<file path="src/sv/ede_pkg.sv">
// Shared constants, types and helpers for the edit distance engine.
package ede_pkg;

    // Length limits
    localparam int MAX_PATTERN = 64;
    localparam int MAX_TEXT    = 4096;

    // Field widths
    localparam int KIND_W = 2;
    localparam int SYM_W  = 8;
    localparam int DIST_W = 13;

    // Largest reportable distance
    localparam logic [DIST_W-1:0] DIST_MAX = '1;

    // Pattern index, pattern length and text length widths
    localparam int PI_W = (MAX_PATTERN > 1) ? $clog2(MAX_PATTERN) : 1;
    localparam int PL_W = $clog2(MAX_PATTERN + 1);
    localparam int TL_W = $clog2(MAX_TEXT + 1);

    // Row value width: holds max(text, pattern) + 1, never narrower than the result
    localparam int VAL_RAW = $clog2(((MAX_TEXT > MAX_PATTERN) ? MAX_TEXT : MAX_PATTERN) + 2);
    localparam int VAL_W   = (VAL_RAW > DIST_W) ? VAL_RAW : DIST_W;

    typedef logic [VAL_W-1:0] t_val;

    // Item kinds
    typedef enum logic [KIND_W-1:0] {
        K_CLEAR  = 2'd0,
        K_APPEND = 2'd1,
        K_TEXT   = 2'd2,
        K_FINISH = 2'd3
    } t_kind;

    // Sequencer states
    typedef enum logic [1:0] {
        ST_IDLE,
        ST_SWEEP,
        ST_FINISH
    } t_state;

    // Control from the sequencer to the storage
    typedef struct packed {
        logic [PI_W-1:0]  rd_addr;
        logic             row_we;
        logic [PI_W-1:0]  row_waddr;
        logic             row_clear;
        logic             pat_we;
        logic [PI_W-1:0]  pat_waddr;
        logic [SYM_W-1:0] pat_wdata;
    } t_mem_ctl;

    // Clamp a row value to the result width
    function automatic logic [DIST_W-1:0] sat_dist(input t_val v);
        logic [DIST_W-1:0] res;
        if (v > t_val'(DIST_MAX)) begin
            res = DIST_MAX;
        end else begin
            res = v[DIST_W-1:0];
        end
        return res;
    endfunction

endpackage

</file>
<file path="src/sv/ede_in_if.sv">
// Input channel: item kind and symbol with valid/ready handshake.
interface ede_in_if;
    logic                       valid;
    logic                       ready;
    logic [ede_pkg::KIND_W-1:0] kind;
    logic [ede_pkg::SYM_W-1:0]  symbol;

    modport source (output valid, output kind, output symbol, input ready);
    modport sink   (input valid, input kind, input symbol, output ready);
endinterface

</file>
<file path="src/sv/ede_out_if.sv">
// Result channel: distance and overflow flag with valid/ready handshake.
interface ede_out_if;
    logic                       valid;
    logic                       ready;
    logic [ede_pkg::DIST_W-1:0] distance;
    logic                       overflow;

    modport source (output valid, output distance, output overflow, input ready);
    modport sink   (input valid, input distance, input overflow, output ready);
endinterface

</file>
<file path="src/sv/ede_cell.sv">
// One dynamic-programming cell: minimum of insert, delete and substitute costs.
module ede_cell (
    input  ede_pkg::t_val             i_up,
    input  ede_pkg::t_val             i_left,
    input  ede_pkg::t_val             i_diag,
    input  logic [ede_pkg::SYM_W-1:0] i_pat,
    input  logic [ede_pkg::SYM_W-1:0] i_sym,
    output ede_pkg::t_val             o_best
);
    import ede_pkg::*;

    t_val up_cost;
    t_val left_cost;
    t_val sub_cost;
    t_val min_ul;

    // Costs of the three edits
    assign up_cost   = i_up + t_val'(1);
    assign left_cost = i_left + t_val'(1);
    assign sub_cost  = i_diag + t_val'(i_pat != i_sym);

    // Three-way minimum
    assign min_ul = (left_cost < up_cost) ? left_cost : up_cost;
    assign o_best = (sub_cost < min_ul) ? sub_cost : min_ul;

endmodule

</file>
<file path="src/sv/ede_store.sv">
// Pattern memory, row memory and per-entry row valid bits.
module ede_store (
    input  logic                      i_clk,
    input  logic                      i_rst_n,
    input  ede_pkg::t_mem_ctl         i_ctl,
    input  ede_pkg::t_val             i_row_wdata,
    output ede_pkg::t_val             o_up,
    output logic [ede_pkg::SYM_W-1:0] o_pat
);
    import ede_pkg::*;

    logic [SYM_W-1:0]       r_pat_mem [MAX_PATTERN];
    t_val                   r_row_mem [MAX_PATTERN];
    logic [MAX_PATTERN-1:0] r_row_vld;

    logic [SYM_W-1:0] r_pat_rd;
    t_val             r_row_rd;
    logic             r_rd_vld;
    logic [PI_W-1:0]  r_rd_addr;

    // Pattern memory: one write, one registered read
    always_ff @(posedge i_clk) begin
        if (i_ctl.pat_we) begin
            r_pat_mem[i_ctl.pat_waddr] <= i_ctl.pat_wdata;
        end
        r_pat_rd <= r_pat_mem[i_ctl.rd_addr];
    end

    // Row memory: one write, one registered read
    always_ff @(posedge i_clk) begin
        if (i_ctl.row_we) begin
            r_row_mem[i_ctl.row_waddr] <= i_row_wdata;
        end
        r_row_rd  <= r_row_mem[i_ctl.rd_addr];
        r_rd_addr <= i_ctl.rd_addr;
    end

    // Valid bits: an entry not yet written since the last restart reads as its column
    always_ff @(posedge i_clk) begin
        if (!i_rst_n || i_ctl.row_clear) begin
            r_row_vld <= '0;
            r_rd_vld  <= 1'b0;
        end else begin
            if (i_ctl.row_we) begin
                r_row_vld[i_ctl.row_waddr] <= 1'b1;
            end
            r_rd_vld <= r_row_vld[i_ctl.rd_addr];
        end
    end

    assign o_up  = r_rd_vld ? r_row_rd : (t_val'(r_rd_addr) + t_val'(1));
    assign o_pat = r_pat_rd;

endmodule

</file>
<file path="src/sv/ede_ctrl.sv">
// Sequencer: item decode, row sweep over the pattern, result register.
module ede_ctrl (
    input  logic                      i_clk,
    input  logic                      i_rst_n,
    ede_in_if.sink                    i_in,
    ede_out_if.source                 o_out,
    input  ede_pkg::t_val             i_up,
    input  ede_pkg::t_val             i_best,
    output ede_pkg::t_mem_ctl         o_ctl,
    output ede_pkg::t_val             o_left,
    output ede_pkg::t_val             o_diag,
    output logic [ede_pkg::SYM_W-1:0] o_sym
);
    import ede_pkg::*;

    t_state r_state;
    t_state n_state;

    logic [PL_W-1:0]  r_plen;
    logic [TL_W-1:0]  r_tlen;
    logic             r_ovf;
    logic [PI_W-1:0]  r_k;
    logic [SYM_W-1:0] r_sym;
    t_val             r_diag;
    t_val             r_left;
    logic             r_out_valid;
    logic [DIST_W-1:0] r_out_dist;
    logic             r_out_ovf;

    t_kind kind;
    logic  acc;
    logic  pat_full;
    logic  text_full;
    logic  plen_zero;
    logic  last_cell;
    logic  out_free;
    logic  start_sweep;
    logic  fin_load;
    logic [PI_W-1:0] last_addr;

    // Decode
    assign kind       = t_kind'(i_in.kind);
    assign acc        = i_in.valid & i_in.ready;
    assign pat_full   = (r_plen >= PL_W'(MAX_PATTERN));
    assign text_full  = (r_tlen >= TL_W'(MAX_TEXT));
    assign plen_zero  = (r_plen == '0);
    assign last_cell  = (PL_W'(r_k) == (r_plen - PL_W'(1)));
    assign out_free   = !r_out_valid || o_out.ready;
    assign last_addr  = PI_W'(r_plen - PL_W'(1));
    assign start_sweep = acc && (kind == K_TEXT) && !text_full && !plen_zero;
    assign fin_load   = (r_state == ST_FINISH) && out_free;

    // Next state
    always_comb begin
        n_state = r_state;
        unique case (r_state)
            ST_IDLE: begin
                if (start_sweep) begin
                    n_state = ST_SWEEP;
                end else if (acc && (kind == K_FINISH)) begin
                    n_state = ST_FINISH;
                end
            end
            ST_SWEEP: begin
                if (last_cell) begin
                    n_state = ST_IDLE;
                end
            end
            ST_FINISH: begin
                if (out_free) begin
                    n_state = ST_IDLE;
                end
            end
            default: n_state = ST_IDLE;
        endcase
    end

    // Outputs: handshake and memory control
    always_comb begin
        i_in.ready      = (r_state == ST_IDLE);
        o_ctl.rd_addr   = '0;
        o_ctl.row_we    = 1'b0;
        o_ctl.row_waddr = r_k;
        o_ctl.row_clear = 1'b0;
        o_ctl.pat_we    = 1'b0;
        o_ctl.pat_waddr = PI_W'(r_plen);
        o_ctl.pat_wdata = i_in.symbol;
        unique case (r_state)
            ST_IDLE: begin
                if (acc && (kind == K_FINISH)) begin
                    o_ctl.rd_addr = last_addr;
                end
                if (acc && (kind == K_APPEND) && !pat_full) begin
                    o_ctl.pat_we    = 1'b1;
                    o_ctl.row_clear = 1'b1;
                end
                if (acc && (kind == K_CLEAR)) begin
                    o_ctl.row_clear = 1'b1;
                end
            end
            ST_SWEEP: begin
                o_ctl.rd_addr = r_k + PI_W'(1);
                o_ctl.row_we  = 1'b1;
            end
            ST_FINISH: begin
                o_ctl.rd_addr   = last_addr;
                o_ctl.row_clear = out_free;
            end
            default: ;
        endcase
    end

    // State and control registers
    always_ff @(posedge i_clk) begin
        if (!i_rst_n) begin
            r_state     <= ST_IDLE;
            r_plen      <= '0;
            r_tlen      <= '0;
            r_ovf       <= 1'b0;
            r_out_valid <= 1'b0;
        end else begin
            r_state <= n_state;
            if (acc) begin
                unique case (kind)
                    K_CLEAR: begin
                        r_plen <= '0;
                        r_tlen <= '0;
                        r_ovf  <= 1'b0;
                    end
                    K_APPEND: begin
                        if (pat_full) begin
                            r_ovf <= 1'b1;
                        end else begin
                            r_plen <= r_plen + PL_W'(1);
                            r_tlen <= '0;
                        end
                    end
                    K_TEXT: begin
                        if (text_full) begin
                            r_ovf <= 1'b1;
                        end else if (plen_zero) begin
                            r_tlen <= r_tlen + TL_W'(1);
                        end
                    end
                    K_FINISH: ;
                    default: ;
                endcase
            end
            if ((r_state == ST_SWEEP) && last_cell) begin
                r_tlen <= r_tlen + TL_W'(1);
            end
            // Result register: load on finish, drop on transfer
            if (fin_load) begin
                r_out_valid <= 1'b1;
                r_ovf       <= 1'b0;
                r_tlen      <= '0;
            end else if (o_out.ready) begin
                r_out_valid <= 1'b0;
            end
        end
    end

    // Sweep datapath and result payload
    always_ff @(posedge i_clk) begin
        if (start_sweep) begin
            r_k    <= '0;
            r_sym  <= i_in.symbol;
            r_diag <= t_val'(r_tlen);
            r_left <= t_val'(r_tlen) + t_val'(1);
        end else if (r_state == ST_SWEEP) begin
            r_k    <= r_k + PI_W'(1);
            r_diag <= i_up;
            r_left <= i_best;
        end
        if (fin_load) begin
            r_out_dist <= plen_zero ? sat_dist(t_val'(r_tlen)) : sat_dist(i_up);
            r_out_ovf  <= r_ovf;
        end
    end

    assign o_left = r_left;
    assign o_diag = r_diag;
    assign o_sym  = r_sym;

    assign o_out.valid    = r_out_valid;
    assign o_out.distance = r_out_dist;
    assign o_out.overflow = r_out_ovf;

endmodule

</file>
<file path="src/sv/edit_distance_engine.sv">
// Top level of the edit distance engine.
// Levenshtein distance between a stored pattern (up to 64 symbols) and a streamed text
// (up to 4096 symbols). An append restarts the current text. A text symbol for a
// non-empty pattern starts a sweep of the row: one cell of the row per cycle through a
// single shared cell unit, limited by the one read and one write port of the row memory.
// No new item is taken until the sweep is done. A finish item performs one row memory
// read and then waits only while the previous result has not yet been transferred; the
// result sits in an output register. Overlong pattern or text symbols are dropped and
// flagged on the next result. No clearing pass follows reset.
module edit_distance_engine (
    input  logic      i_clk,
    input  logic      i_rst_n,
    ede_in_if.sink    i_in,
    ede_out_if.source o_out
);
    import ede_pkg::*;

    t_mem_ctl         mem_ctl;
    t_val             up_val;
    t_val             left_val;
    t_val             diag_val;
    t_val             best_val;
    logic [SYM_W-1:0] pat_sym;
    logic [SYM_W-1:0] text_sym;

    // Sequencer
    ede_ctrl u_ctrl (
        .i_clk   (i_clk),
        .i_rst_n (i_rst_n),
        .i_in    (i_in),
        .o_out   (o_out),
        .i_up    (up_val),
        .i_best  (best_val),
        .o_ctl   (mem_ctl),
        .o_left  (left_val),
        .o_diag  (diag_val),
        .o_sym   (text_sym)
    );

    // Pattern and row storage
    ede_store u_store (
        .i_clk       (i_clk),
        .i_rst_n     (i_rst_n),
        .i_ctl       (mem_ctl),
        .i_row_wdata (best_val),
        .o_up        (up_val),
        .o_pat       (pat_sym)
    );

    // Shared cell unit
    ede_cell u_cell (
        .i_up   (up_val),
        .i_left (left_val),
        .i_diag (diag_val),
        .i_pat  (pat_sym),
        .i_sym  (text_sym),
        .o_best (best_val)
    );

endmodule
</file>
<file path="src/flat_wrapper.sv">
// flat-port wrapper written by rule: the top's interface ports become plain ports
module edit_distance_engine_flat import ede_pkg::*;
  (i_clk, i_rst_n, i_in_valid, i_in_kind, i_in_symbol, i_in_ready, o_out_valid, o_out_distance, o_out_overflow, o_out_ready);
  ede_in_if i_in_i ();
  ede_out_if o_out_i ();
  input  logic i_clk;
  input  logic i_rst_n;
  input wire logic [$bits(i_in_i.valid)-1:0] i_in_valid;
  input wire logic [$bits(i_in_i.kind)-1:0] i_in_kind;
  input wire logic [$bits(i_in_i.symbol)-1:0] i_in_symbol;
  output wire logic [$bits(i_in_i.ready)-1:0] i_in_ready;
  output wire logic [$bits(o_out_i.valid)-1:0] o_out_valid;
  output wire logic [$bits(o_out_i.distance)-1:0] o_out_distance;
  output wire logic [$bits(o_out_i.overflow)-1:0] o_out_overflow;
  input wire logic [$bits(o_out_i.ready)-1:0] o_out_ready;
  assign i_in_i.valid = i_in_valid;
  assign i_in_i.kind = i_in_kind;
  assign i_in_i.symbol = i_in_symbol;
  assign i_in_ready = i_in_i.ready;
  assign o_out_valid = o_out_i.valid;
  assign o_out_distance = o_out_i.distance;
  assign o_out_overflow = o_out_i.overflow;
  assign o_out_i.ready = o_out_ready;
  edit_distance_engine u_core (.i_clk(i_clk), .i_rst_n(i_rst_n), .i_in(i_in_i), .o_out(o_out_i));
endmodule
</file>
<file path="config.mk">
export PLATFORM = sky130hd
export DESIGN_NAME = edit_distance_engine_flat
export DESIGN_NICKNAME = d
export VERILOG_FILES = /design/src/sv/ede_pkg.sv /design/src/sv/ede_in_if.sv /design/src/sv/ede_out_if.sv /design/src/sv/ede_cell.sv /design/src/sv/ede_store.sv /design/src/sv/ede_ctrl.sv /design/src/sv/edit_distance_engine.sv /design/src/flat_wrapper.sv
export SDC_FILE = /design/constraint.sdc
export NUM_CORES = 2
export LEC_CHECK = 0
export ABC_AREA = 1
export BUFFER_PORTS_ARGS = -buffer_cell sky130_fd_sc_hd__clkbuf_2
export CORE_MARGIN = 1
export CORE_UTILIZATION = 55
export CTS_CLUSTER_SIZE = 30
export DETAILED_ROUTE_END_ITERATION = 6
export PLACE_DENSITY = 0.72
export SETUP_SLACK_MARGIN = 0.05
export SYNTH_ARGS = -nofsm -noshare
export SYNTH_HDL_FRONTEND = slang
export SYNTH_SLANG_ARGS = --single-unit
</file>
<file path="constraint.sdc">
create_clock -name i_clk -period 5.73 [get_ports i_clk]
set_input_delay 1.146 -clock i_clk [delete_from_list [all_inputs] [get_ports i_clk]]
set_output_delay 1.146 -clock i_clk [all_outputs]
set_load 0.01 [all_outputs]
</file>
==> flow_metrics.env <==
export IMPL_setup_viol=0
export IMPL_holdPathStages=2
export IMPL_cts_buffers=151
export IMPL_reg2reg_to="u_core.u_store.r_row_mem[19][1]$_DFFE_PP_"
export IMPL_hold_start="u_core.u_store.r_row_vld[14]$_SDFFE_PP0P_"
export IMPL_ys_types=46
export IMPL_ctsHtreeMaxLevel=4
export IMPL_r2r_start="u_core.u_store.r_rd_addr[0]$_DFF_P_"
export IMPL_yosysWarningCount=0
export IMPL_multi_input_area_um2=15590
export IMPL_worstSkewPairLatency_ns=0.78
export IMPL_fin_nets=5028
export IMPL_cts_sinks=1514
export IMPL_rsz0062_at_grt="yes"
export IMPL_pre_cts_slack_ns=-0.1148
export IMPL_cp_arrival_ns=5.81
export IMPL_die_y_um=336.2
export IMPL_whs_ns=0.4636
export IMPL_critPathLaunchType="register"
export IMPL_clockBufferDepth=3
export IMPL_async_reset_ff_share_pct=0
export IMPL_syn_avg_cell_area_um2=12.42
export IMPL_path_class="register to register"
export IMPL_wl_per_cell_um=26.20
export IMPL_status="complete, no violations"
export IMPL_crit_family="simple AND/OR/NAND/NOR gates"
export IMPL_fillCellCount=8263
export IMPL_cts_tree="yes"
export IMPL_fin_crit_sh_pct=92.76
export IMPL_path_max_fanout=32
export IMPL_slew_violations=0
export IMPL_slowest_delay_ns=0.48
export IMPL_syn2layout_area_growth_pct=12.27
export IMPL_grt_first_pass_wirelength_mm=246.2
export IMPL_ir_drop_mv=0.2934
export IMPL_fin_skew_ns=0.04462
export IMPL_hold_violations=0
export IMPL_routabilityCongestion=0.9069
export IMPL_die_area_um2=113000
export IMPL_io_buffers=29
export IMPL_first_pass_iters=7
export IMPL_synth_cells=4947
export IMPL_syn_area_um2=61420
export IMPL_cts_reportedPaths_clkPinSlew_ns=0.06
export IMPL_hp_class="register to register"
export IMPL_min_to="u_core.u_store.r_row_vld[14]$_SDFFE_PP0P_"
export IMPL_fin_cells=6591
export IMPL_io_pins=30
export IMPL_postLayoutCellArea_um2=68950
export IMPL_rrSetupSlack_ns=0.41
export IMPL_drt_wl_total_mm=172.7
export IMPL_dieWidth_um=336.2
export IMPL_path_buf_inv=3
export IMPL_ys_ff_latch=1514
export IMPL_timing_final_ws_setup_ns=0.4148
export IMPL_worst_path_most_repeated_cell="nand2_1"
export IMPL_drtIter0Drc=6084
export IMPL_yosysSeqAreaShare_pct=72.03
export IMPL_placed_area_um2=63830
export IMPL_final_seq_area_um2=44240
export IMPL_synth_edf_count=1392
export IMPL_post_cts_buffers=0
export IMPL_post_route_drc_count=0
export IMPL_grt_use_total_pct=29.39
export IMPL_antenna_found_initial=5
export IMPL_maxSlewHeadroom_pct=13.28
export IMPL_grt_overflow_total=0
export IMPL_coreArea_um2=110700
export IMPL_hpwlAfterDp_mm=92.59
export IMPL_dp_cells=6295
export IMPL_viasPerCell=6.374
export IMPL_synth_nets=4998
export IMPL_ff2ff_path_depth=29
export IMPL_finalPower_w=0.02614
export IMPL_worst_path_max_delay_cell="and2_4"
export IMPL_drive_gt1_share_pct=10.20
export IMPL_cap_violations=0
export IMPL_power_density_nw_per_um2=379.1
export IMPL_ys_flop_type="edfxtp_1"
export IMPL_worstSetupEndpointType="register"
export IMPL_initial_core_util_pct=55.50
export IMPL_cp_required_ns=6.22
export IMPL_cts_root_buf="clkbuf_16"
export IMPL_rows=122
export IMPL_tightestPinTransition_ns=1.299
export IMPL_min_period_ns=5.315
export IMPL_p_leak_nw=22.43
export IMPL_routed_via_count=42010
export IMPL_grt_max_degree=198
export IMPL_drtAntennaViolNets=0
export IMPL_grt_pass1_vias=38930
export IMPL_fmax_ghz=0.1881
## cell usage after synthesis, drive strengths merged, types with 2 or more instances
cell    number  share of area, %
o221ai     178               2.5
a31o         2             0.029
clkbuf     255               1.6
o21bai       3             0.037
dfxtp      122               4.0
xor2        41              0.58
o21ai      757               6.2
ha          37              0.75
nand4       18              0.18
o211a        8              0.13
buf         81              0.67
xnor2       11              0.16
and2        14              0.14
nor2      1003               6.2
o211ai     177               2.2
nor3        32              0.26
a21oi       42              0.36
nor4         3             0.031
clkinv       2             0.012
o22ai      176               1.8
a211oi       2             0.024
a21o         2             0.024
edfxtp    1392                68
nand2      238               1.5
inv        147              0.90
nand3      199               1.7
## report_power, final
group	switching [W]	leakage, nW	internal [W]
sequential	0.0000758	13.5	0.0127
clock	0.00420	2.39	0.00555
combinational	0.00269	6.54	0.000883
## cells in the final DEF, fill, tap and decap left out, drive strengths merged
| master | n |
|---|---|
| a2111oi | 1 |
| a211oi | 2 |
| a21o | 2 |
| a21oi | 42 |
| a22oi | 1 |
| a31o | 2 |
| and2 | 31 |
| buf | 167 |
| bufinv | 9 |
| clkbuf | 235 |
| clkinv | 56 |
| clkinvlp | 2 |
| dfxtp | 122 |
| diode | 3 |
| edfxtp | 1392 |
| ha | 37 |
| inv | 152 |
| nand2 | 238 |
| nand3 | 199 |
| nand4 | 18 |
| nor2 | 1003 |
| nor3 | 32 |
| nor4 | 3 |
| o211a | 8 |
| o211ai | 177 |
| o21ai | 757 |
| o21ba | 1 |
| o21bai | 3 |
| o221ai | 178 |
| o22ai | 176 |
| or2 | 1 |
| or4 | 1 |
| xnor2 | 11 |
| xor2 | 41 |
## sequential cells by signal, indices dropped and copies added (netlist names), 7 cells and up
name	cells
u_core.u_ctrl.o_diag	13
u_core.u_ctrl.o_left	13
u_core.u_ctrl.o_out.distance	13
u_core.u_ctrl.o_sym	8
u_core.u_ctrl.r_plen	7
u_core.u_ctrl.r_tlen	13
u_core.u_store.o_pat	8
u_core.u_store.r_pat_mem	512
u_core.u_store.r_row_mem	832
u_core.u_store.r_row_rd	13
u_core.u_store.r_row_vld	64
## final cells by class
cell class                      count  area share, %
Clock buffer                      206          6.059
Multi-Input combinational cell   2965          22.61
Timing Repair Buffer              196          2.573
Sequential cell                  1514          64.16
Tap cell                         1488          2.700
Antenna cell                        3        0.01089
Inverter                          149         0.8383
Clock inverter                     70          1.042
## cell families (layout without fill, tap and decap cells)
logic type / after synthesis / after routing / share of synthesized area (%)
flip-flops: 1514 / 1514 / 72.03
AND/OR/NAND/NOR: 1509 / 1526 / 9.992
AO/OA/AOI/OAI: 1350 / 1350 / 13.33
buffers and inverters: 485 / 621 / 3.147
XOR/XNOR: 52 / 52 / 0.7415
adder cells (fa/ha/maj): 37 / 37 / 0.7537
other: 0 / 3 / 0
## worst reg2reg max path: cells and delay by family (launching register included)
kind | cells | cell delay [ns]
simple gates | 18 | 2.72
buf+inv | 3 | 0.29
fa+ha+maj | 3 | 0.81
compound gates | 4 | 0.66
flops | 1 | 0.32
xor+xnor | 1 | 0.23
## stage by stage
step | TNS, ns | utilization (%)
final | 0 | 62.31
after global routing | 0 | 62.31
after CTS | 0 | 62.11
after detailed placement | -18.87 | 57.67
after global placement | 0 | 57.67
after floorplan | 0 | -
## routing by layer
layer  global-route usage, %  part of all wire [%]
met5                       0                     0
met4                   11.89                   3.8
met3                   6.044                    12
met2                   44.33                    45
met1                   41.90                    39
## worst max path at each step
stage / cells past startpoint / end / startpoint
6_report: 29 / u_core.u_store.r_row_mem[19][1]$_DFFE_PP_ / u_core.u_store.r_rd_addr[0]$_DFF_P_
5_1_grt: 29 / u_core.u_store.r_row_mem[19][1]$_DFFE_PP_ / u_core.u_store.r_rd_addr[0]$_DFF_P_
4_1_cts: 28 / u_core.u_store.r_row_mem[54][10]$_DFFE_PP_ / u_core.u_store.r_rd_addr[0]$_DFF_P_
3_5_place_dp: 27 / u_core.u_store.r_row_mem[59][4]$_DFFE_PP_ / u_core.u_store.r_rd_addr[0]$_DFF_P_
3_3_place_gp: 29 / u_core.u_store.r_row_mem[59][4]$_DFFE_PP_ / u_core.u_store.r_rd_addr[0]$_DFF_P_
2_1_floorplan: 30 / u_core.u_store.r_row_mem[0][3]$_DFFE_PP_ / u_core.u_store.r_rd_vld$_SDFF_PP0_
## repair_timing
item / CTS / global route
setup endpoints to repair: 576 / 832
endpoints found under the hold margin: 0 / 0
pin swaps: 0 / 7
resized for setup: 9 / 35
hold buffers: 0 / 0
gates cloned: 0 / 17
No activity file was read; power rests on OpenSTA's default activity.
